### config.mk
export PLATFORM = sky130hd
export DESIGN_NAME = text_display_escaper
export DESIGN_NICKNAME = d
export VERILOG_FILES = /design/src/rtl/tde_pkg.sv /design/src/rtl/tde_front.sv /design/src/rtl/tde_queue.sv /design/src/rtl/tde_back.sv /design/src/rtl/text_display_escaper.sv
export VERILOG_INCLUDE_DIRS = /design/src /design/src/rtl
export SDC_FILE = /design/constraint.sdc
export NUM_CORES = 1
export LEC_CHECK = 0
export BUFFER_PORTS_ARGS = -buffer_cell sky130_fd_sc_hd__buf_4
export CORE_MARGIN = 2
export CORE_UTILIZATION = 40
export DETAILED_ROUTE_END_ITERATION = 6
export HOLD_SLACK_MARGIN = 0.15
export PLACE_DENSITY = 0.57
export REMOVE_ABC_BUFFERS = 1
export SETUP_SLACK_MARGIN = 0.3
export SLEW_MARGIN = 25
export SYNTH_ARGS = -nofsm -noshare
export SYNTH_HDL_FRONTEND = slang
export SYNTH_SLANG_ARGS = --single-unit
### constraint.sdc
create_clock -name i_clk -period 6.4 [get_ports i_clk]
set_input_delay 1.28 -clock i_clk [delete_from_list [all_inputs] [get_ports i_clk]]
set_output_delay 1.28 -clock i_clk [all_outputs]
set_load 0.005 [all_outputs]
### src/rtl/text_display_escaper_defines.svh
// Assertion helpers for the text display escaper.
// Each helper expects i_clk and i_rst_n in scope.
`ifndef TEXT_DISPLAY_ESCAPER_DEFINES_SVH
`define TEXT_DISPLAY_ESCAPER_DEFINES_SVH

// Same-cycle implication, checked outside reset
`define TDE_ASSERT_IMP(lbl, ante, cons) \
    lbl: assert property (@(posedge i_clk) disable iff (!i_rst_n) (ante) |-> (cons)) \
        else $error("text_display_escaper: check failed");

// Next-cycle implication, checked outside reset
`define TDE_ASSERT_NEXT(lbl, ante, cons) \
    lbl: assert property (@(posedge i_clk) disable iff (!i_rst_n) (ante) |=> (cons)) \
        else $error("text_display_escaper: check failed");

`endif

### src/rtl/tde_pkg.sv
package tde_pkg;

    // Line counter digits and derived widths
    localparam int NumDigits = 6;
    localparam int BcdW      = 4 * NumDigits;
    localparam int StepW     = $clog2(NumDigits + 3);

    // Sequencer positions after the digits
    localparam logic [StepW-1:0] StepTab    = StepW'(NumDigits);
    localparam logic [StepW-1:0] StepPrefix = StepW'(NumDigits + 1);
    localparam logic [StepW-1:0] StepFinal  = StepW'(NumDigits + 2);

    // Command queue depth
    localparam int QDepth = 2;
    localparam int QPtrW  = $clog2(QDepth);
    localparam int QCntW  = $clog2(QDepth + 1);

    // Configuration register map
    localparam int CfgIdxW  = 3;
    localparam int CfgDataW = 2;
    localparam logic [CfgIdxW-1:0] RegLineNumbering = 3'd0;
    localparam logic [CfgIdxW-1:0] RegSqueezeBlank  = 3'd1;
    localparam logic [CfgIdxW-1:0] RegShowEnds      = 3'd2;
    localparam logic [CfgIdxW-1:0] RegShowTabs      = 3'd3;
    localparam logic [CfgIdxW-1:0] RegShowControl   = 3'd4;

    // Numbering modes
    localparam logic [1:0] NumberAll = 2'd1;

    // Characters
    localparam logic [7:0] ChTab      = 8'h09;
    localparam logic [7:0] ChNewline  = 8'h0A;
    localparam logic [7:0] ChSpace    = 8'h20;
    localparam logic [7:0] ChDollar   = 8'h24;
    localparam logic [7:0] ChZero     = 8'h30;
    localparam logic [7:0] ChQuestion = 8'h3F;
    localparam logic [7:0] ChCapI     = 8'h49;
    localparam logic [7:0] ChCaret    = 8'h5E;
    localparam logic [7:0] ChDel      = 8'h7F;
    localparam logic [7:0] CaretOff   = 8'h40;

    typedef struct packed {
        logic [7:0] in_byte;
        logic       file_start;
    } t_in;

    typedef struct packed {
        logic [7:0] out_byte;
        logic       last_of_run;
    } t_out;

    typedef struct packed {
        logic [1:0] line_numbering;
        logic       squeeze_blank;
        logic       show_ends;
        logic       show_tabs;
        logic       show_control;
    } t_cfg;

    // One classified item, as handed from front to back
    typedef struct packed {
        logic            numbered;
        logic [BcdW-1:0] bcd;
        logic            has_prefix;
        logic [7:0]      prefix;
        logic [7:0]      final_byte;
    } t_cmd;

    typedef struct packed {
        logic empty;
        logic full;
    } t_q_stat;

endpackage

### src/rtl/tde_front.sv
module tde_front (
    input  logic              i_clk,
    input  logic              i_rst_n,
    input  tde_pkg::t_cfg     i_cfg,
    input  logic              i_in_valid,
    output logic              o_in_ready,
    input  tde_pkg::t_in      i_in_data,
    input  tde_pkg::t_q_stat  i_q_stat,
    output logic              o_push,
    output tde_pkg::t_cmd     o_cmd
);

    // Saturating BCD increment
    function automatic logic [tde_pkg::BcdW-1:0] bump(input logic [tde_pkg::BcdW-1:0] v);
        logic [tde_pkg::BcdW-1:0] r;
        logic                     carry;
        logic                     full;
        r     = v;
        carry = 1'b1;
        full  = 1'b1;
        for (int k = 0; k < tde_pkg::NumDigits; k++) begin
            if (v[4*k +: 4] != 4'd9) begin
                full = 1'b0;
            end
            if (carry) begin
                if (v[4*k +: 4] == 4'd9) begin
                    r[4*k +: 4] = 4'd0;
                end else begin
                    r[4*k +: 4] = v[4*k +: 4] + 4'd1;
                    carry       = 1'b0;
                end
            end
        end
        return full ? v : r;
    endfunction

    logic                     r_after_nl;
    logic [1:0]               r_empty_run;
    logic [tde_pkg::BcdW-1:0] r_bcd;

    logic                     n_after_nl;
    logic [1:0]               n_empty_run;
    logic [tde_pkg::BcdW-1:0] n_bcd;

    logic                     accept;
    logic                     drop;
    logic                     numbered;
    logic                     is_nl;
    logic                     squeeze_hit;
    logic                     cur_an;
    logic [1:0]               cur_er;
    logic [1:0]               er_inc;
    logic [tde_pkg::BcdW-1:0] cur_bcd;
    logic [7:0]               b;

    assign o_in_ready = !i_q_stat.full;
    assign accept     = i_in_valid && o_in_ready;

    // Classify the beat and work out the line state it leaves
    always_comb begin
        b       = i_in_data.in_byte;
        cur_an  = i_in_data.file_start ? 1'b1 : r_after_nl;
        cur_er  = i_in_data.file_start ? 2'd0 : r_empty_run;
        cur_bcd = i_in_data.file_start ? '0 : r_bcd;
        is_nl   = (b == tde_pkg::ChNewline);

        squeeze_hit = i_cfg.squeeze_blank && is_nl && cur_an;
        er_inc      = (cur_er < 2'd2) ? cur_er + 2'd1 : cur_er;
        n_empty_run = squeeze_hit ? er_inc : 2'd0;
        drop        = squeeze_hit && (er_inc == 2'd2);

        if (i_cfg.line_numbering[1]) begin
            numbered = cur_an && !is_nl && !drop;
        end else begin
            numbered = (i_cfg.line_numbering == tde_pkg::NumberAll) && cur_an && !drop;
        end

        n_bcd      = numbered ? bump(cur_bcd) : cur_bcd;
        n_after_nl = drop ? cur_an : is_nl;

        o_cmd.numbered   = numbered;
        o_cmd.bcd        = n_bcd;
        o_cmd.has_prefix = 1'b0;
        o_cmd.prefix     = tde_pkg::ChCaret;
        o_cmd.final_byte = b;

        // Pick the escape prefix and the shown byte
        priority if (i_cfg.show_tabs && b == tde_pkg::ChTab) begin
            o_cmd.has_prefix = 1'b1;
            o_cmd.final_byte = tde_pkg::ChCapI;
        end else if (i_cfg.show_ends && is_nl) begin
            o_cmd.has_prefix = 1'b1;
            o_cmd.prefix     = tde_pkg::ChDollar;
        end else if (i_cfg.show_control && (b < tde_pkg::ChTab
                     || (b > tde_pkg::ChNewline && b < tde_pkg::ChSpace))) begin
            o_cmd.has_prefix = 1'b1;
            o_cmd.final_byte = b + tde_pkg::CaretOff;
        end else if (i_cfg.show_control && b == tde_pkg::ChDel) begin
            o_cmd.has_prefix = 1'b1;
            o_cmd.final_byte = tde_pkg::ChQuestion;
        end else begin
            o_cmd.has_prefix = 1'b0;
        end

        o_push = accept && !drop;
    end

    // Update line state on each accepted beat
    always_ff @(posedge i_clk) begin
        if (!i_rst_n) begin
            r_after_nl  <= 1'b1;
            r_empty_run <= 2'd0;
            r_bcd       <= '0;
        end else if (accept) begin
            r_after_nl  <= n_after_nl;
            r_empty_run <= n_empty_run;
            r_bcd       <= n_bcd;
        end
    end

endmodule

### src/rtl/tde_queue.sv
module tde_queue (
    input  logic              i_clk,
    input  logic              i_rst_n,
    input  logic              i_push,
    input  tde_pkg::t_cmd     i_cmd,
    input  logic              i_pop,
    output tde_pkg::t_cmd     o_head,
    output tde_pkg::t_q_stat  o_stat
);

    tde_pkg::t_cmd             r_mem [tde_pkg::QDepth];
    logic [tde_pkg::QPtrW-1:0] r_wr;
    logic [tde_pkg::QPtrW-1:0] r_rd;
    logic [tde_pkg::QCntW-1:0] r_cnt;

    logic do_push;
    logic do_pop;

    assign o_stat.empty = (r_cnt == '0);
    assign o_stat.full  = (r_cnt == tde_pkg::QCntW'(tde_pkg::QDepth));
    assign do_push      = i_push && !o_stat.full;
    assign do_pop       = i_pop && !o_stat.empty;
    assign o_head       = r_mem[r_rd];

    // Store pushed commands
    always_ff @(posedge i_clk) begin
        if (do_push) begin
            r_mem[r_wr] <= i_cmd;
        end
    end

    // Advance pointers and count
    always_ff @(posedge i_clk) begin
        if (!i_rst_n) begin
            r_wr  <= '0;
            r_rd  <= '0;
            r_cnt <= '0;
        end else begin
            if (do_push) begin
                r_wr <= (r_wr == tde_pkg::QPtrW'(tde_pkg::QDepth - 1)) ? '0 : r_wr + 1'b1;
            end
            if (do_pop) begin
                r_rd <= (r_rd == tde_pkg::QPtrW'(tde_pkg::QDepth - 1)) ? '0 : r_rd + 1'b1;
            end
            if (do_push && !do_pop) begin
                r_cnt <= r_cnt + 1'b1;
            end else if (do_pop && !do_push) begin
                r_cnt <= r_cnt - 1'b1;
            end
        end
    end

endmodule

### src/rtl/tde_back.sv
module tde_back (
    input  logic           i_clk,
    input  logic           i_rst_n,
    input  tde_pkg::t_cmd  i_head,
    input  logic           i_head_valid,
    output logic           o_pop,
    output logic           o_out_valid,
    input  logic           i_out_ready,
    output tde_pkg::t_out  o_out_data
);

    logic [tde_pkg::StepW-1:0] r_step;
    logic                      r_mid;
    logic                      r_out_valid;
    tde_pkg::t_out             r_out;

    logic [tde_pkg::StepW-1:0] start_step;
    logic [tde_pkg::StepW-1:0] eff_step;
    logic [tde_pkg::StepW-1:0] n_step;
    tde_pkg::t_out             n_out;
    logic                      slot_free;
    logic                      fire;

    // Select the byte for the current position of the head command
    always_comb begin
        if (i_head.numbered) begin
            start_step = '0;
        end else if (i_head.has_prefix) begin
            start_step = tde_pkg::StepPrefix;
        end else begin
            start_step = tde_pkg::StepFinal;
        end
        eff_step  = r_mid ? r_step : start_step;
        slot_free = !r_out_valid || i_out_ready;
        fire      = i_head_valid && slot_free;

        n_out.out_byte    = tde_pkg::ChSpace;
        n_out.last_of_run = 1'b0;
        n_step            = eff_step + 1'b1;

        priority if (eff_step == tde_pkg::StepFinal) begin
            n_out.out_byte    = i_head.final_byte;
            n_out.last_of_run = 1'b1;
        end else if (eff_step == tde_pkg::StepPrefix) begin
            n_out.out_byte = i_head.prefix;
        end else if (eff_step == tde_pkg::StepTab) begin
            n_out.out_byte = tde_pkg::ChTab;
            n_step         = i_head.has_prefix ? tde_pkg::StepPrefix : tde_pkg::StepFinal;
        end else begin
            // Digit, most significant first; blank leading zeros
            for (int k = 0; k < tde_pkg::NumDigits; k++) begin
                if (eff_step == tde_pkg::StepW'(tde_pkg::NumDigits - 1 - k)) begin
                    if (k != 0 && (i_head.bcd >> (4 * k)) == '0) begin
                        n_out.out_byte = tde_pkg::ChSpace;
                    end else begin
                        n_out.out_byte = tde_pkg::ChZero + {4'd0, i_head.bcd[4*k +: 4]};
                    end
                end
            end
        end

        o_pop = fire && n_out.last_of_run;
    end

    // Sequencer and output valid
    always_ff @(posedge i_clk) begin
        if (!i_rst_n) begin
            r_step      <= '0;
            r_mid       <= 1'b0;
            r_out_valid <= 1'b0;
        end else if (fire) begin
            r_step      <= n_step;
            r_mid       <= !n_out.last_of_run;
            r_out_valid <= 1'b1;
        end else if (i_out_ready) begin
            r_out_valid <= 1'b0;
        end
    end

    // Hold the output beat
    always_ff @(posedge i_clk) begin
        if (fire) begin
            r_out <= n_out;
        end
    end

    assign o_out_valid = r_out_valid;
    assign o_out_data  = r_out;

endmodule

### src/rtl/text_display_escaper.sv
// Text display escaper: turns a raw byte stream into its display form.
// Input channel (i_in_valid / o_in_ready / i_in_data) carries one byte per
// beat plus file_start, which clears line state before that byte.
// Output channel (o_out_valid / i_out_ready / o_out_data) carries one shown
// byte per beat; last_of_run marks the final byte caused by an input byte.
// An input byte yields zero to nine output bytes: an optional six-place line
// number and tab, an optional '^' or '$', then the shown byte.
// Options live in five registers written through i_cfg_we / i_cfg_index /
// i_cfg_data; the user must write them only while the block is idle, which
// the block itself does not enforce. Unknown indexes are ignored.
// An accepted byte passes the command queue, then the output register.
// Throughput: one input byte per cycle while each yields one output byte
// and the receiver is ready; an item of n output bytes holds the output
// sequencer until all n are sent; the two-entry queue absorbs the difference.
// When the receiver stalls, the output register holds its beat, the queue
// fills, and o_in_ready drops once both queue entries are taken.
// Reset (synchronous, active low) clears all options, the line counter,
// and the queue; line state starts as if a newline had just been seen.
`include "text_display_escaper_defines.svh"

module text_display_escaper (
    input  logic                           i_clk,
    input  logic                           i_rst_n,
    input  logic                           i_in_valid,
    output logic                           o_in_ready,
    input  tde_pkg::t_in                   i_in_data,
    output logic                           o_out_valid,
    input  logic                           i_out_ready,
    output tde_pkg::t_out                  o_out_data,
    input  logic                           i_cfg_we,
    input  logic [tde_pkg::CfgIdxW-1:0]    i_cfg_index,
    input  logic [tde_pkg::CfgDataW-1:0]   i_cfg_data
);

    tde_pkg::t_cfg    r_cfg;
    tde_pkg::t_cmd    push_cmd;
    tde_pkg::t_cmd    head_cmd;
    tde_pkg::t_q_stat q_stat;
    logic             push;
    logic             pop;

    // Configuration register writes
    always_ff @(posedge i_clk) begin
        if (!i_rst_n) begin
            r_cfg <= '0;
        end else if (i_cfg_we) begin
            unique case (i_cfg_index)
                tde_pkg::RegLineNumbering: r_cfg.line_numbering <= i_cfg_data;
                tde_pkg::RegSqueezeBlank:  r_cfg.squeeze_blank  <= i_cfg_data[0];
                tde_pkg::RegShowEnds:      r_cfg.show_ends      <= i_cfg_data[0];
                tde_pkg::RegShowTabs:      r_cfg.show_tabs      <= i_cfg_data[0];
                tde_pkg::RegShowControl:   r_cfg.show_control   <= i_cfg_data[0];
                default: ;
            endcase
        end
    end

    tde_front u_front (
        .i_clk      (i_clk),
        .i_rst_n    (i_rst_n),
        .i_cfg      (r_cfg),
        .i_in_valid (i_in_valid),
        .o_in_ready (o_in_ready),
        .i_in_data  (i_in_data),
        .i_q_stat   (q_stat),
        .o_push     (push),
        .o_cmd      (push_cmd)
    );

    tde_queue u_queue (
        .i_clk   (i_clk),
        .i_rst_n (i_rst_n),
        .i_push  (push),
        .i_cmd   (push_cmd),
        .i_pop   (pop),
        .o_head  (head_cmd),
        .o_stat  (q_stat)
    );

    tde_back u_back (
        .i_clk        (i_clk),
        .i_rst_n      (i_rst_n),
        .i_head       (head_cmd),
        .i_head_valid (!q_stat.empty),
        .o_pop        (pop),
        .o_out_valid  (o_out_valid),
        .i_out_ready  (i_out_ready),
        .o_out_data   (o_out_data)
    );

    // Back never retires a command the queue does not hold
    `TDE_ASSERT_IMP(a_pop_nonempty, pop, !q_stat.empty)

    // A command pushed into an idle path passes the queue and the output register, then shows up on the output
    `TDE_ASSERT_IMP(a_push_latency, push && q_stat.empty && !o_out_valid, ##2 o_out_valid)

    // Final beat taken with nothing queued leaves the output empty
    `TDE_ASSERT_NEXT(a_drain_idle,
        o_out_valid && i_out_ready && o_out_data.last_of_run && q_stat.empty && !push,
        !o_out_valid)

endmodule
## Word level (Yosys, flattened, before mapping)

Memory sizes are Yosys's and may differ from the RTL's. A register that Yosys moved wholly into a read port is not among the register bits.
Cells that the tools add are included.

- Bits in registers: 52
- RAM bits: 84
- Input bits: 19
- Output and inout port bits: 11
- Word-level logic and storage cells: 191
- Memories: 1

Memories:

| memory | words | width | read ports | clocked after memory_dff | wr ports | line | source |
|---|---|---|---|---|---|---|---|
| u_queue.r_mem | 2 | 42 | 1 | 1 | 1 | tde_queue.sv:11 | `tde_pkg::t_cmd r_mem [tde_pkg::QDepth];` |

- Add/subtract/negate cells: 19
- Order comparisons: 4
- Equal/unequal tests: 30
- Mux-type cells: 76
- Reduce and logical (&&, ||, !) cells: 45

Operators by type and width:

| operator | count |
|---|---|
| 2-to-1 mux 8 bit | 19 |
| logical NOT 24 bit | 5 |
| 2-to-1 mux 24 bit | 3 |
| 2-to-1 mux 4 bit | 17 |
| adder 6 x 4 -> 7 bit, first input constant | 6 |
| 2-to-1 mux 1 bit | 31 |
| adder 4 x 1 -> 4 bit, second input constant | 7 |
| == test 4 bit, second input constant | 7 |
| inequality test 4 bit, second input constant | 6 |
| logical AND 1 bit | 20 |
| == test 4 x 3 -> 1 bit, second input constant | 4 |
| == test 8 x 4 -> 1 bit, second input constant | 2 |
| 2-to-1 mux 2 bit | 5 |
| AND reduction 2 bit | 5 |
| adder 8 x 7 -> 8 bit, second input constant | 1 |
| == test 4 x 2 -> 1 bit, second input constant | 2 |
| == test 8 x 7 -> 1 bit, second input constant | 1 |
| greater-than comparator 8 x 4 -> 1 bit, second input constant | 1 |
| logical NOT 1 bit | 8 |
| < comparator 8 x 4 -> 1 bit, second input constant | 1 |
| < comparator 8 x 6 -> 1 bit, second input constant | 1 |
| 2-to-1 mux 7 bit | 1 |
| == test 3 x 2 -> 1 bit, second input constant | 2 |
| adder 2 x 1 -> 2 bit, second input constant | 2 |
| 13 further kinds | 17 |

## Longest topological paths before layout

- Depth after elaboration: 13
- Depth in mapped cells: 15
- Mapped depth without buffers: 12

## Hierarchy

A second synthesis with hierarchy kept.

- Cell total of the unflattened synthesis: 692
- Area total of the unflattened synthesis: 7558.5 um2

Modules (own cells, without submodules):

| module | times used | cells an instance | area each (um2) |
|---|---|---|---|
| tde_queue | 1 | 156 | 3254.4 |
| tde_front | 1 | 362 | 2763.9 |
| tde_back | 1 | 147 | 1251.2 |
| text_display_escaper | 1 | 27 | 289.0 |

## Worst setup path before layout

No wires, ideal clock.

- Path type: in2reg
- Start: in i_in_data[0] in the netlist's numbering
- End: mem u_queue.r_mem[0][0] in the netlist's numbering (enable)
- Library setup time: 0.433 ns
- Arrival time: 4.390 ns
- Path slack: 1.577 ns
- Stages on the path: 8
- Path buffers: 3
- Path through: buf_2 inv_1 clkbuf_1 buf_1 nand2_1 ha_1 a21oi_1 nor2b_1

- Cells in the longest elaborated chain, start to end: 10
- Elaborated cells between the ends (all ways): 13

RTL lines:

| item | line | source |
|---|---|---|
| start, declared | text_display_escaper.sv:26 | `input tde_pkg::t_in i_in_data,` |
| 2-to-1 mux 2 bit | tde_front.sv:63 | `cur_er = i_in_data.file_start ? 2'd0 : r_empty_run;` |
| adder 2 x 1 -> 2 bit / < comparator 2 bit (equally long branches) | tde_front.sv:68 | `er_inc = (cur_er < 2'd2) ? cur_er + 2'd1 : cur_er;` |
| 2-to-1 mux 2 bit | tde_front.sv:68 |  |
| == test 2 bit | tde_front.sv:70 | `drop = squeeze_hit && (er_inc == 2'd2);` |
| logical AND 1 bit * | tde_front.sv:70 |  |
| logical NOT 1 bit * | tde_front.sv:105 | `o_push = accept && !drop;` |
| logical AND 1 bit * | tde_front.sv:105 |  |
| logical AND 1 bit * | tde_queue.sv:21 | `assign do_push = i_push && !o_stat.full;` |
| via u_queue.do_push | tde_queue.sv:16 | `logic do_push;` |
| 2-to-1 mux 1 bit * | tde_queue.sv:27 | `if (do_push) begin` |
| 2-to-1 mux 1 bit (implied by the code) * | tde_queue.sv:28 | `r_mem[r_wr] <= i_cmd;` |
| end, declared | tde_queue.sv:11 |  |

The timed path passes the listed nets; every way through them passes the cells marked *.

==> flow_summary.json <==
{
  "status": "finished clean",
  "drtIter0Drc": 396,
  "p_leak_uw": 0.002646,
  "ctsHoldBuffers": 0,
  "ir_drop_mv": 0.2182,
  "synthDominantCellAreaShare_pct": 36.71,
  "min_path_type": "flop to flop",
  "synth_edf_count": 81,
  "rsz0062_at_grt": "no",
  "cts_buffers": 17,
  "first_global_vias": 4965,
  "dpl.hpwl_um": 11020,
  "final_antenna_net_count": 0,
  "period_share_pct": 60.44,
  "cp.arrival_ns": 4.22,
  "syn_to_final_growth_pct": 15.52,
  "drt-pass1-iter-count": 6,
  "grt_overflow": 0,
  "layout-drive-gt1-share_pct": 13.81,
  "io_pins": 30,
  "clock_skew_ns": 0.01062,
  "routabilityCongestion": 0.8810,
  "dp.cells": 875,
  "drc": 0,
  "cts_tree": "done",
  "grt_max_degree": 38,
  "yosys.area.top_type": "edfxtp_1",
  "postPlaceCellArea_sq_um": 6990,
  "clockBufferDepth": 2,
  "dieArea_sq_um": 17610,
  "track_usage_pct": 18.73,
  "cap_violations": 0,
  "wire_per_inst_um": 17.46,
  "max_slew_margin_pct": 35.68,
  "synth-main-ff-cell": "edfxtp_1",
  "final_hold_viol_count": 0,
  "critPathMaxStageDelay_ns": 0.66,
  "total_power_uw": 3047,
  "post_cts_buffers": 0,
  "die_w_um": 132.7,
  "power_frac_seq_pct": 36.3,
  "post_cts_resized": 0,
  "seq_area_frac_synth_pct": 50.01,
  "power_density_nw_per_um2": 398.2,
  "yosysWarnings": 0,
  "syn_inst": 664,
  "root_buffer": "clkbuf_16",
  "final_area_sq_um": 7654,
  "critPathMaxFanout": 37,
  "ys_ff_latch": 125,
  "antenna_found_initial": 0,
  "cts_sinks": 125,
  "max_freq_mhz": 258.5,
  "min_period_ns": 3.868,
  "insertion_delay_ns": 0.42,
  "path_cells": "buf_4 -> inv_1 -> nand2_1 -> ha_1 -> a21o_1 -> nand3_1 -> nand2_1 -> inv_1 -> and4_1 -> nand3_1 -> or4b_2 -> a31oi_1",
  "swShare_pct": 32.56,
  "internal_power_uw": 2055,
  "critical_path.top_delay_family": "simple AND/OR/NAND/NOR gates",
  "setup-tns-final_ns": 0,
  "row_count": 47,
  "wl_um": 15850,
  "clk_pin_slew_worst_paths_ns": 0.05,
  "end_kind": "flop",
  "port_buffers": 29,
  "grt_pass1_wl_um": 25680,
  "vias": 5104,
  "vias_per_cell": 5.621,
  "switching_power_uw": 992.4,
  "p_clk_share_pct": 33.7,
  "p_comb_share_pct": 30.0,
  "yosys.cell_types.count": 70,
  "diodes": 0,
  "ys_top_cells_by_area": "edfxtp_1 37%, dfxtp_1 13%, mux2i_1 4.7%, nand2_1 3.7%, nor2_1 3.2%",
  "crit_type": "input pin to flop",
  "cp-start-kind": "input pin",
  "worst_slew_pin_slew_ns": 0.9514,
  "syn_avg_cell_area_sq_um": 9.978,
  "stdcell_count": 908,
  "async_flop_share_pct": 0,
  "cts-htree-levels": 4,
  "crit_buf_inv": 3,
  "setup_viol": 0,
  "netlist_area_sq_um": 6625,
  "critical-path-slowest-cell": "or4b_2",
  "cp.required_ns": 6.75,
  "slew_violations": 0,
  "dieHeight_um": 132.7,
  "start_util_pct": 40.38,
  "core_area_sq_um": 16410,
  "finalNetCount": 703
}
-- final cells by class --
| class | instances | area, sq um |
|---|---|---|
| clock buffer | 17 | 425.4 |
| clock inverter | 15 | 210.2 |
| fill | 1475 | 8753 |
| inverter | 24 | 90.09 |
| multi-input combinational | 471 | 3048 |
| sequential | 125 | 3314 |
| tap | 220 | 275.3 |
| timing repair buffer | 36 | 290.3 |
-- layout by cell type, fill, tap and decap left out, types with 5 or more instances in the layout --
| cell type | n |
|---|---|
| edfxtp_1 | 81 |
| nand2_1 | 65 |
| nor2_1 | 57 |
| dfxtp_1 | 43 |
| a21oi_1 | 42 |
| o21ai_0 | 40 |
| buf_4 | 35 |
| mux2i_1 | 31 |
| inv_1 | 24 |
| clkbuf_16 | 17 |
| mux2_2 | 16 |
| nand3_1 | 15 |
| nor3_1 | 15 |
| nand4_1 | 15 |
| xnor2_1 | 13 |
| nor4_1 | 10 |
| a31oi_1 | 9 |
| ha_1 | 9 |
| and3_1 | 8 |
| nand2b_1 | 7 |
| and2_1 | 7 |
| a22o_1 | 6 |
| nor2b_1 | 5 |
| nand3b_1 | 5 |
| o211ai_1 | 5 |
| a211oi_1 | 5 |
| o21a_1 | 5 |
| clkinv_4 | 5 |
-- path summary, 6_finish.rpt --
check / startpoint / end / slack (ns) / depth (start not counted)
max: i_in_data[0] / u_front.r_bcd[11] / 2.53 / 12
min: u_front.r_empty_run[0] / u_front.r_empty_run[0] / 0.49 / 2
max reg2reg: flop / u_queue.r_cnt[1] / 2.67 / 11
min reg2reg: u_front.r_empty_run[0] / u_front.r_empty_run[0] / 0.49 / 2
-- per-layer routing --
metal	vias to the layer above	GRT usage, %	wire length (um)
met5	-	0	0
met4	0	7.348	298
met1	2448	25.26	7646
met3	25	5.211	689
met2	124	28.67	7220
li1	2507	-	-
-- through the flow --
stage / hold WS [ns] / util (%) / setup WS (ns)
floorplan: 0.4566 / - / 2.030
global placement: 0.4738 / 42.61 / 2.206
detailed placement: 0.4791 / 42.61 / 2.115
CTS: 0.4929 / 46.48 / 2.563
global route: 0.5338 / 46.65 / 2.313
finish: 0.4923 / 46.65 / 2.532
-- power by group through the flow --
| stage | Combinational, uW | Sequential [uW] | Clock, uW |
|---|---|---|---|
| global placement | 883 | 1120 | 0 |
| detailed placement | 897 | 1120 | 0 |
| finish | 915 | 1110 | 1030 |
| CTS | 903 | 1110 | 1040 |
| global route | 1020 | 1120 | 1080 |
| floorplan | 596 | 1130 | 0 |
-- flip-flops by register name, indices dropped and copies added (netlist names), named ones only --
signal / count
u_queue.r_mem: 72
u_front.r_bcd: 24
u_back.o_out_data: 9
r_cfg: 6
u_back.r_step: 4
u_front.r_empty_run: 2
u_queue.r_cnt: 2
u_back.o_out_valid: 1
u_back.r_mid: 1
u_front.r_after_nl: 1
u_queue.r_rd: 1
u_queue.r_wr: 1
-- synth_stat cells, types with 5 or more instances --
cell type	number
nor3_1	15
nand3b_1	5
a21oi_1	42
nand4_1	15
o211ai_1	5
mux2i_1	31
and2_1	7
a211oi_1	5
and3_1	8
nand2b_1	7
o21ai_0	40
inv_1	24
dfxtp_1	44
mux2_2	16
edfxtp_1	81
xnor2_1	13
ha_1	9
nor2b_1	6
o21a_1	5
clkbuf_1	32
nor2_1	57
nand3_1	15
nand2_1	65
nor4_1	10
a22o_1	6
a31oi_1	9
-- worst min-delay path, cell delays in order, from the launching register on --
cell	delay (ns)
dfxtp_1	0.33
a21oi_1	0.06
nor2_1	0.07
-- cell families after synthesis --
| kind of cell | after synthesis | synth area share (%) |
|---|---|---|
| fa+ha+maj | 9 | 1.700 |
| compound gates | 153 | 14.81 |
| simple gates | 246 | 19.87 |
| mux | 47 | 7.403 |
| buf+inv | 68 | 4.098 |
| flops | 125 | 50.01 |
| xor+xnor | 16 | 2.115 |
Note: power is estimated with default switching activity, not from simulation.
